**src/sv/spq_pkg.sv**
```systemverilog
// Package for the stable priority queue: widths, command and status codes,
// the internal operation type and the structs passed from the top level to each cell.
// No dependencies.
package spq_pkg;

  localparam int DEPTH_DEF = 16;
  localparam int NAME_W    = 32;
  localparam int PRIO_W    = 8;
  localparam int CMD_W     = 3;
  localparam int POS_W     = 4;
  localparam int STAT_W    = 2;

  localparam logic [CMD_W-1:0] CMD_ENQUEUE   = 3'd0;
  localparam logic [CMD_W-1:0] CMD_PUSH_HEAD = 3'd1;
  localparam logic [CMD_W-1:0] CMD_PUSH_TAIL = 3'd2;
  localparam logic [CMD_W-1:0] CMD_POP_HEAD  = 3'd3;
  localparam logic [CMD_W-1:0] CMD_POP_TAIL  = 3'd4;
  localparam logic [CMD_W-1:0] CMD_FIND      = 3'd5;
  localparam logic [CMD_W-1:0] CMD_READ      = 3'd6;

  localparam logic [STAT_W-1:0] ST_OK   = 2'd0;
  localparam logic [STAT_W-1:0] ST_MISS = 2'd1;
  localparam logic [STAT_W-1:0] ST_FULL = 2'd2;

  typedef enum logic [2:0] {
    OP_NOP,
    OP_ENQ,
    OP_PUSH_HEAD,
    OP_PUSH_TAIL,
    OP_POP_HEAD,
    OP_POP_TAIL,
    OP_FIND,
    OP_READ
  } op_t;

  typedef struct packed {
    op_t               op;
    logic [NAME_W-1:0] name;
    logic [PRIO_W-1:0] prio;
  } cell_ctrl_t;

  typedef struct packed {
    logic occupied;   // slot index below the entry count
    logic tail_slot;  // slot index equal to the entry count
    logic last;       // slot holds the tail entry
    logic head;       // slot zero
    logic pos_eq;     // slot index equals the requested read position
  } cell_flags_t;

endpackage

```
**src/sv/spq_cell.sv**
```systemverilog
// One slot of the queue chain: holds one entry, shifts with its neighbors,
// and takes part in the priority and name searches. Depends on spq_pkg.
module spq_cell (
  input  logic                       clk,
  input  logic                       en,
  input  spq_pkg::cell_ctrl_t        ctrl,
  input  spq_pkg::cell_flags_t       flags,
  input  logic [spq_pkg::NAME_W-1:0] left_name,
  input  logic [spq_pkg::PRIO_W-1:0] left_prio,
  input  logic [spq_pkg::NAME_W-1:0] right_name,
  input  logic [spq_pkg::PRIO_W-1:0] right_prio,
  input  logic                       carry_in,
  output logic                       carry_out,
  output logic                       sel,
  output logic [spq_pkg::NAME_W-1:0] name,
  output logic [spq_pkg::PRIO_W-1:0] prio
);

  logic [spq_pkg::NAME_W-1:0] name_next;
  logic [spq_pkg::PRIO_W-1:0] prio_next;
  logic hit;
  logic match;
  logic trigger;

  // The new entry goes before the first occupied slot of strictly lower priority,
  // or into the first free slot if no such entry exists.
  assign hit   = flags.occupied && ($signed(prio) < $signed(ctrl.prio));
  assign match = flags.occupied && (name == ctrl.name);

  always_comb begin
    case (ctrl.op)
      spq_pkg::OP_ENQ:  trigger = hit || !flags.occupied;
      spq_pkg::OP_FIND: trigger = match;
      default:          trigger = 1'b0;
    endcase
  end

  assign carry_out = carry_in | trigger;

  always_comb begin
    case (ctrl.op)
      spq_pkg::OP_POP_HEAD: sel = flags.head && flags.occupied;
      spq_pkg::OP_POP_TAIL: sel = flags.last;
      spq_pkg::OP_FIND:     sel = match && !carry_in;
      spq_pkg::OP_READ:     sel = flags.pos_eq && flags.occupied;
      default:              sel = 1'b0;
    endcase
  end

  always_comb begin
    name_next = name;
    prio_next = prio;
    case (ctrl.op)
      spq_pkg::OP_ENQ: begin
        if (carry_in) begin
          name_next = left_name;
          prio_next = left_prio;
        end else if (trigger) begin
          name_next = ctrl.name;
          prio_next = ctrl.prio;
        end
      end
      spq_pkg::OP_PUSH_HEAD: begin
        name_next = left_name;
        prio_next = left_prio;
      end
      spq_pkg::OP_PUSH_TAIL: begin
        if (flags.tail_slot) begin
          name_next = ctrl.name;
          prio_next = ctrl.prio;
        end
      end
      spq_pkg::OP_POP_HEAD: begin
        name_next = right_name;
        prio_next = right_prio;
      end
      default: begin
        name_next = name;
        prio_next = prio;
      end
    endcase
  end

  always_ff @(posedge clk) begin
    if (en) begin
      name <= name_next;
      prio <= prio_next;
    end
  end

endmodule

```
**src/sv/stable_priority_queue_unit.sv**
```systemverilog
// Top level of the stable priority queue: command decode, entry count, the chain
// of slot cells and the registered result stage. Depends on spq_pkg and spq_cell.
//
// Usage: one command is a transfer on the input channel (in_valid / in_stall with
// command, item_name, item_priority, position). Every command produces exactly one
// result transfer on the output channel (out_valid / out_stall with status, out_name,
// out_priority, out_position, entry_count).
// The entries live in a chain of DEPTH identical cells, slot zero being the head.
// On each accepted command every cell decides locally whether to hold, shift from
// its left or right neighbor, or load the new entry; a carry runs along the chain
// to mark the first lower-priority or free slot (enqueue) or first name match (find).
// The result appears on the output register in the cycle after the command is
// accepted. One command is taken per cycle while the receiver does not stall; the
// output register lets a new command be taken in the same cycle that the previous
// result is transferred.
// When the receiver stalls and a result is waiting, in_stall rises and the queue
// holds its state until the result is taken.
// Reset clears the entry count and the output valid flag. Slot contents are not
// cleared; slots at or beyond the entry count are never reported.
// A push into a full queue is dropped with status full; a pop from an empty queue,
// a failed find, an out-of-range read or an unused command gives status miss.
module stable_priority_queue_unit #(
  parameter int DEPTH = spq_pkg::DEPTH_DEF
) (
  input  logic                        clk,
  input  logic                        rst,
  input  logic                        in_valid,
  output logic                        in_stall,
  input  logic [spq_pkg::CMD_W-1:0]   command,
  input  logic [spq_pkg::NAME_W-1:0]  item_name,
  input  logic signed [spq_pkg::PRIO_W-1:0] item_priority,
  input  logic [spq_pkg::POS_W-1:0]   position,
  output logic                        out_valid,
  input  logic                        out_stall,
  output logic [spq_pkg::STAT_W-1:0]  status,
  output logic [spq_pkg::NAME_W-1:0]  out_name,
  output logic signed [spq_pkg::PRIO_W-1:0] out_priority,
  output logic [spq_pkg::POS_W-1:0]   out_position,
  output logic [4:0]                  entry_count
);

  localparam int CW = $clog2(DEPTH + 1);
  localparam int IW = $clog2(DEPTH);

  logic [CW-1:0] count;
  logic [CW-1:0] count_next;
  logic          accept;
  logic          full;
  logic          empty;
  logic          lookup;
  logic [spq_pkg::STAT_W-1:0] stat_pre;
  spq_pkg::cell_ctrl_t ctrl;

  logic [spq_pkg::NAME_W-1:0] cell_name [DEPTH];
  logic [spq_pkg::PRIO_W-1:0] cell_prio [DEPTH];
  logic [DEPTH-1:0]           cell_sel;
  logic [DEPTH:0]             carry;

  logic [spq_pkg::NAME_W-1:0] pick_name;
  logic [spq_pkg::PRIO_W-1:0] pick_prio;
  logic [IW-1:0]              pick_idx;
  logic                       pick_any;

  // The output register is free, or its result is taken in this cycle.
  assign in_stall = out_valid && out_stall;
  assign accept   = in_valid && !in_stall;

  assign full  = (count == CW'(DEPTH));
  assign empty = (count == '0);

  // Command decode; a command that cannot take effect becomes a no-op for the chain.
  always_comb begin
    ctrl.name  = item_name;
    ctrl.prio  = item_priority;
    ctrl.op    = spq_pkg::OP_NOP;
    stat_pre   = spq_pkg::ST_OK;
    lookup     = 1'b0;
    count_next = count;
    case (command)
      spq_pkg::CMD_ENQUEUE, spq_pkg::CMD_PUSH_HEAD, spq_pkg::CMD_PUSH_TAIL: begin
        if (full) begin
          stat_pre = spq_pkg::ST_FULL;
        end else begin
          count_next = count + CW'(1);
          if (command == spq_pkg::CMD_ENQUEUE) begin
            ctrl.op = spq_pkg::OP_ENQ;
          end else if (command == spq_pkg::CMD_PUSH_HEAD) begin
            ctrl.op = spq_pkg::OP_PUSH_HEAD;
          end else begin
            ctrl.op = spq_pkg::OP_PUSH_TAIL;
          end
        end
      end
      spq_pkg::CMD_POP_HEAD, spq_pkg::CMD_POP_TAIL: begin
        if (empty) begin
          stat_pre = spq_pkg::ST_MISS;
        end else begin
          count_next = count - CW'(1);
          ctrl.op = (command == spq_pkg::CMD_POP_HEAD) ? spq_pkg::OP_POP_HEAD
                                                       : spq_pkg::OP_POP_TAIL;
        end
      end
      spq_pkg::CMD_FIND: begin
        ctrl.op = spq_pkg::OP_FIND;
        lookup  = 1'b1;
      end
      spq_pkg::CMD_READ: begin
        ctrl.op = spq_pkg::OP_READ;
        lookup  = 1'b1;
      end
      default: begin
        stat_pre = spq_pkg::ST_MISS;
      end
    endcase
  end

  assign carry[0] = 1'b0;

  for (genvar i = 0; i < DEPTH; i++) begin : g_cell
    spq_pkg::cell_flags_t       flags;
    logic [spq_pkg::NAME_W-1:0] left_name;
    logic [spq_pkg::PRIO_W-1:0] left_prio;
    logic [spq_pkg::NAME_W-1:0] right_name;
    logic [spq_pkg::PRIO_W-1:0] right_prio;

    assign flags.occupied  = CW'(i) < count;
    assign flags.tail_slot = CW'(i) == count;
    assign flags.last      = CW'(i + 1) == count;
    assign flags.head      = (i == 0);

    // Read position reaches only the slots that a position field can address.
    if (i < (1 << spq_pkg::POS_W)) begin : g_pos
      assign flags.pos_eq = (position == spq_pkg::POS_W'(i));
    end else begin : g_nopos
      assign flags.pos_eq = 1'b0;
    end

    if (i == 0) begin : g_head
      assign left_name = item_name;
      assign left_prio = item_priority;
    end else begin : g_mid
      assign left_name = cell_name[i-1];
      assign left_prio = cell_prio[i-1];
    end

    if (i == DEPTH - 1) begin : g_end
      assign right_name = '0;
      assign right_prio = '0;
    end else begin : g_inner
      assign right_name = cell_name[i+1];
      assign right_prio = cell_prio[i+1];
    end

    spq_cell u_cell (
      .clk        (clk),
      .en         (accept),
      .ctrl       (ctrl),
      .flags      (flags),
      .left_name  (left_name),
      .left_prio  (left_prio),
      .right_name (right_name),
      .right_prio (right_prio),
      .carry_in   (carry[i]),
      .carry_out  (carry[i+1]),
      .sel        (cell_sel[i]),
      .name       (cell_name[i]),
      .prio       (cell_prio[i])
    );
  end

  // At most one cell selects itself, so the picked entry is an OR of masked slots.
  always_comb begin
    pick_name = '0;
    pick_prio = '0;
    pick_idx  = '0;
    for (int i = 0; i < DEPTH; i++) begin
      if (cell_sel[i]) begin
        pick_name = pick_name | cell_name[i];
        pick_prio = pick_prio | cell_prio[i];
        pick_idx  = pick_idx | IW'(i);
      end
    end
  end

  assign pick_any = |cell_sel;

  always_ff @(posedge clk) begin
    if (rst) begin
      count     <= '0;
      out_valid <= 1'b0;
    end else begin
      if (accept) begin
        count <= count_next;
      end
      if (accept) begin
        out_valid <= 1'b1;
      end else if (!out_stall) begin
        out_valid <= 1'b0;
      end
    end
  end

  always_ff @(posedge clk) begin
    if (accept) begin
      status       <= (lookup && !pick_any) ? spq_pkg::ST_MISS : stat_pre;
      out_name     <= pick_name;
      out_priority <= pick_prio;
      out_position <= (ctrl.op == spq_pkg::OP_FIND) ? spq_pkg::POS_W'(pick_idx) : '0;
      entry_count  <= 5'(count_next);
    end
  end

endmodule

```
**config.mk**
```make
export PLATFORM = sky130hd
export DESIGN_NAME = stable_priority_queue_unit
export DESIGN_NICKNAME = d
export VERILOG_FILES = /design/src/sv/spq_pkg.sv /design/src/sv/spq_cell.sv /design/src/sv/stable_priority_queue_unit.sv
export SDC_FILE = /design/constraint.sdc
export NUM_CORES = 2
export LEC_CHECK = 0
export ABC_AREA = 1
export ABC_CLOCK_PERIOD_IN_PS = 7400
export BUFFER_PORTS_ARGS = -buffer_cell sky130_fd_sc_hd__buf_2
export CORE_MARGIN = 8
export CORE_UTILIZATION = 30
export CTS_CLUSTER_SIZE = 8
export DETAILED_ROUTE_END_ITERATION = 8
export GPL_ROUTABILITY_DRIVEN = 0
export PLACE_DENSITY = 0.5
export RECOVER_POWER = 25
export SYNTH_ARGS = -nofsm -noshare
export SYNTH_HDL_FRONTEND = slang
export SYNTH_SLANG_ARGS = --single-unit
export TNS_END_PERCENT = 50
```
**constraint.sdc**
```tcl
create_clock -name clk -period 7.4 [get_ports clk]
set_input_delay 0.74 -clock clk [delete_from_list [all_inputs] [get_ports clk]]
set_output_delay 0.74 -clock clk [all_outputs]
set_load 0.01 [all_outputs]
```
==> flow_results.xml <==
<?xml version="1.0" encoding="UTF-8"?>
<metrics>
  <group name="status">
    <metric name="status" unit="">complete, but fails checks</metric>
    <metric name="violations" unit="">capacitance limit, slew limit</metric>
  </group>
  <group name="cts">
    <metric name="numCtsBuffers" unit="">98</metric>
    <metric name="clk_path_buf_depth" unit="">3</metric>
    <metric name="postCtsSetupBuffers" unit="">0</metric>
    <metric name="clkSinkCount" unit="">697</metric>
    <metric name="clock-root-buffer" unit="">sky130_fd_sc_hd__clkbuf_16</metric>
    <metric name="insertion_delay" unit="ps">760</metric>
    <metric name="clk_transition_reported_paths" unit="ps">50</metric>
    <metric name="ctsResizeCount" unit="">0</metric>
    <metric name="h_tree_depth" unit="">3</metric>
    <metric name="tritoncts" unit="">done</metric>
    <metric name="ctsHoldBuffers" unit="">0</metric>
  </group>
  <group name="power_and_ir_drop">
    <metric name="power.share.switching" unit="%">40.9</metric>
    <metric name="power_switching" unit="W">0.00637</metric>
    <metric name="share_comb_of_total_power" unit="%">34.0</metric>
    <metric name="p_int" unit="W">0.00922</metric>
    <metric name="sequential_power_share" unit="%">38.1</metric>
    <metric name="p_leak" unit="nW">22.4</metric>
    <metric name="clock_power_share" unit="%">27.9</metric>
    <metric name="worst_ir_drop_vdd" unit="V">0.000170</metric>
    <metric name="p_per_area" unit="nW/um^2">262</metric>
  </group>
  <group name="finish">
    <metric name="layout.filler_cells" unit="">19200</metric>
    <metric name="most_common_library_cell_in_the_layout_ignoring_fill_and_taps" unit="">sky130_fd_sc_hd__nand2_1</metric>
    <metric name="layout_common_cells" unit="">sky130_fd_sc_hd__nand2_1 (1739), sky130_fd_sc_hd__o21ai_0 (740), sky130_fd_sc_hd__edfxtp_1 (691)</metric>
    <metric name="area.sequential" unit="sq um">20900</metric>
    <metric name="fraction_of_final_layout_cells_sized_beyond_drive_strength_1" unit="%">5.56</metric>
    <metric name="multi_input_comb_area" unit="sq um">28800</metric>
    <metric name="finalNetCount" unit="">7231</metric>
    <metric name="fin_cells" unit="">9465</metric>
    <metric name="finalInstanceArea" unit="sq um">59500</metric>
    <metric name="syn2layout_area_growth" unit="%">10.1</metric>
  </group>
  <group name="yosys">
    <metric name="synth-seq-area-share" unit="%">38.6</metric>
    <metric name="synth_cells" unit="">7248</metric>
    <metric name="async_reset_ff_share" unit="%">0</metric>
    <metric name="ys_warn_count" unit="">0</metric>
    <metric name="post_synth_instance_area" unit="sq um">54100</metric>
    <metric name="synthesis.nets" unit="">7416</metric>
    <metric name="synth.ff_latch_count" unit="">697</metric>
    <metric name="netlist-cell-type-count" unit="">59</metric>
    <metric name="synth-main-ff-cell" unit="">sky130_fd_sc_hd__edfxtp_1</metric>
    <metric name="synth_edf_count" unit="">691</metric>
    <metric name="syn_area_per_cell" unit="sq um">7.46</metric>
  </group>
  <group name="setup_path">
    <metric name="cp.required" unit="ps">7760</metric>
    <metric name="critical-path-max-stage-delay" unit="ps">1150</metric>
    <metric name="setup.worst_path.class" unit="">reg2reg</metric>
    <metric name="worst_setup_slack_for_register_to_register_paths" unit="ps">820</metric>
    <metric name="critical_path.startpoint_type" unit="">register</metric>
    <metric name="worst_path_max_delay_cell" unit="">sky130_fd_sc_hd__inv_1</metric>
    <metric name="ff2ff_path_depth" unit="">15</metric>
    <metric name="crit_chain" unit="">clkinv_1 -&gt; ha_1 -&gt; inv_1 -&gt; nor2_1 -&gt; inv_1 -&gt; nand2_1 -&gt; inv_1 -&gt; nand2_1 -&gt; nand3_4 -&gt; clkinvlp_2 -&gt; a21oi_1 -&gt; buf_4 -&gt; o221ai_1 -&gt; inv_1 -&gt; clkbuf_1</metric>
    <metric name="crit_fanout" unit="">30</metric>
    <metric name="timing.critical_path.arrival" unit="ps">6940</metric>
    <metric name="critPathMostFrequentCell" unit="">sky130_fd_sc_hd__inv_1</metric>
    <metric name="end_kind" unit="">register</metric>
  </group>
  <group name="placed_design">
    <metric name="place_ws" unit="ps">1010</metric>
    <metric name="io_buffers" unit="">103</metric>
    <metric name="dp_cells" unit="">9333</metric>
    <metric name="place_area" unit="sq um">57100</metric>
    <metric name="post-dp-hpwl" unit="microns">185000</metric>
  </group>
  <group name="global_route">
    <metric name="grt-ovfl-total" unit="">0</metric>
    <metric name="grt_max_degree" unit="">158</metric>
    <metric name="initial_antenna_violation_count" unit="">13</metric>
    <metric name="first_global_vias" unit="">53400</metric>
    <metric name="grt_first_pass_wirelength" unit="microns">377000</metric>
    <metric name="global_route_usage_over_all_layers" unit="%">25.8</metric>
  </group>
  <group name="floorplan">
    <metric name="ioPinCount" unit="">104</metric>
    <metric name="fp.dieW" unit="microns">441</metric>
    <metric name="die_y" unit="microns">441</metric>
    <metric name="core.rowCount" unit="">156</metric>
    <metric name="dieArea" unit="sq um">194000</metric>
    <metric name="initial_utilization" unit="%">30.0</metric>
    <metric name="fp.coreArea" unit="sq um">180000</metric>
  </group>
  <group name="timing">
    <metric name="timing.final.setup_violations" unit="">0</metric>
    <metric name="rsz0062_at_grt" unit="">no</metric>
    <metric name="fin_ws" unit="ps">821</metric>
    <metric name="whs" unit="ps">288</metric>
    <metric name="skew_final" unit="ps">40.5</metric>
    <metric name="relSlewSlack" unit="%">-139</metric>
    <metric name="period_minus_slack" unit="ps">6580</metric>
    <metric name="finalHoldViolations" unit="">0</metric>
    <metric name="report.final.slew_viol_count" unit="">283</metric>
    <metric name="fmax" unit="MHz">152</metric>
    <metric name="totalNegativeSetupSlack" unit="ps">0</metric>
    <metric name="layout_worst_path_cycle_share" unit="%">88.9</metric>
    <metric name="max_slew.worst_pin.slew" unit="ps">3590</metric>
  </group>
  <group name="routing">
    <metric name="remaining_drcs" unit="">0</metric>
    <metric name="avgRoutedWirePerCell" unit="microns">27.8</metric>
    <metric name="drt-pass1-iter-count" unit="">8</metric>
    <metric name="total_via_count_in_the_routed_design" unit="">56800</metric>
    <metric name="route.final.wire_length" unit="microns">263000</metric>
    <metric name="drt_first_iter_violations" unit="">7320</metric>
    <metric name="viasPerCell" unit="">6.00</metric>
    <metric name="antenna_left" unit="">0</metric>
  </group>
  <group name="min_path">
    <metric name="hold_class" unit="">in2reg</metric>
    <metric name="whs_path_depth" unit="">3</metric>
  </group>
  <group name="run">
    <metric name="drv.max_cap_violation_count" unit="">5</metric>
  </group>
</metrics>
path summary, 6_finish.rpt:
path                     startpoint                                 end
max reg2reg   count[0]$_SDFFE_PP0P_  g_cell[0].u_cell.prio[3]$_DFFE_PP_
min reg2reg  out_valid$_SDFFE_PP0P_              out_valid$_SDFFE_PP0P_
max           count[0]$_SDFFE_PP0P_  g_cell[0].u_cell.prio[3]$_DFFE_PP_
min                       out_stall              out_valid$_SDFFE_PP0P_
synth_stat cells (all sizes together) (48+ instances only):
master   number  share of area [%]
a21boi       57               0.79
a21oi       516                4.8
a221oi      197                3.2
buf         146                1.3
clkbuf      411                2.9
edfxtp      691                 38
ha          117                2.7
inv         603                4.2
nand2      1755                 12
nand3       327                3.1
nand4       154                1.9
nor2        627                4.5
nor3         57               0.55
o2111ai     294                4.8
o211ai       66               0.92
o21ai       755                7.0
o22ai        48               0.56
xnor2       146                2.4
xor2        114                1.8
through the flow:
step / utilization (%) / total power [W]
6_report: 33.1 / 0.0156
5_1_grt: 33.1 / 0.0162
4_1_cts: 33.2 / 0.0155
3_5_place_dp: 31.7 / 0.0111
3_3_place_gp: 31.7 / 0.0111
2_1_floorplan: - / 0.00912
flip-flops by register name (all words and copies together), names as in the netlist:
name / flops
out_name: 32
status: 2
g_cell.u_cell.name: 512
out_position: 4
out_priority: 8
count: 5
out_valid: 1
entry_count: 5
g_cell.u_cell.prio: 128
final cells by class:
class / instances / area share (%)
Antenna cell: 4 / 0.0168
Sequential cell: 697 / 35.0
Timing Repair Buffer: 272 / 3.14
Inverter: 625 / 3.97
Clock inverter: 6 / 0.126
Clock buffer: 122 / 4.32
Tap cell: 2370 / 4.98
Multi-Input combinational cell: 5369 / 48.4
logic make-up (layout without fill, tap and decap cells):
logic type | count (synthesis) | after routing | synth area share (%)
XOR/XNOR | 260 | 260 | 4.21
AND/OR/NAND/NOR | 2986 | 2986 | 23.0
other | 0 | 4 | 0
flip-flops | 697 | 697 | 38.6
buffers and inverters | 1182 | 1025 | 8.47
AO/OA/AOI/OAI | 2006 | 2006 | 23.1
adder cells (fa/ha/maj) | 117 | 117 | 2.71
power groups by stage:
stage | registers [W] | clock network (W) | logic (W)
detailed placement | 0.00599 | 0 | 0.00514
global placement | 0.00599 | 0 | 0.00507
finish | 0.00593 | 0.00435 | 0.00530
CTS | 0.00592 | 0.00439 | 0.00516
floorplan | 0.00576 | 0 | 0.00337
global route | 0.00600 | 0.00451 | 0.00572
worst max-delay path, delay by kind of cell, from the launching register on:
| family | cells | cell delay [ps] |
|---|---|---|
| AOI/OAI and AO/OA | 2 | 330 |
| buffers and inverters | 8 | 3060 |
| DFF | 1 | 650 |
| adders and majority gates | 1 | 390 |
| and+or+nand+nor | 4 | 1750 |
metal layers:
layer,up-vias,part of all wire (%),track usage (%)
met5,-,0.0049,0
met4,2,4.4,9.78
met3,592,9.1,4.44
met2,3212,47,42.7
met1,27800,40,33.6
li1,25200,-,-
No activity file was read; power rests on OpenSTA's default activity.
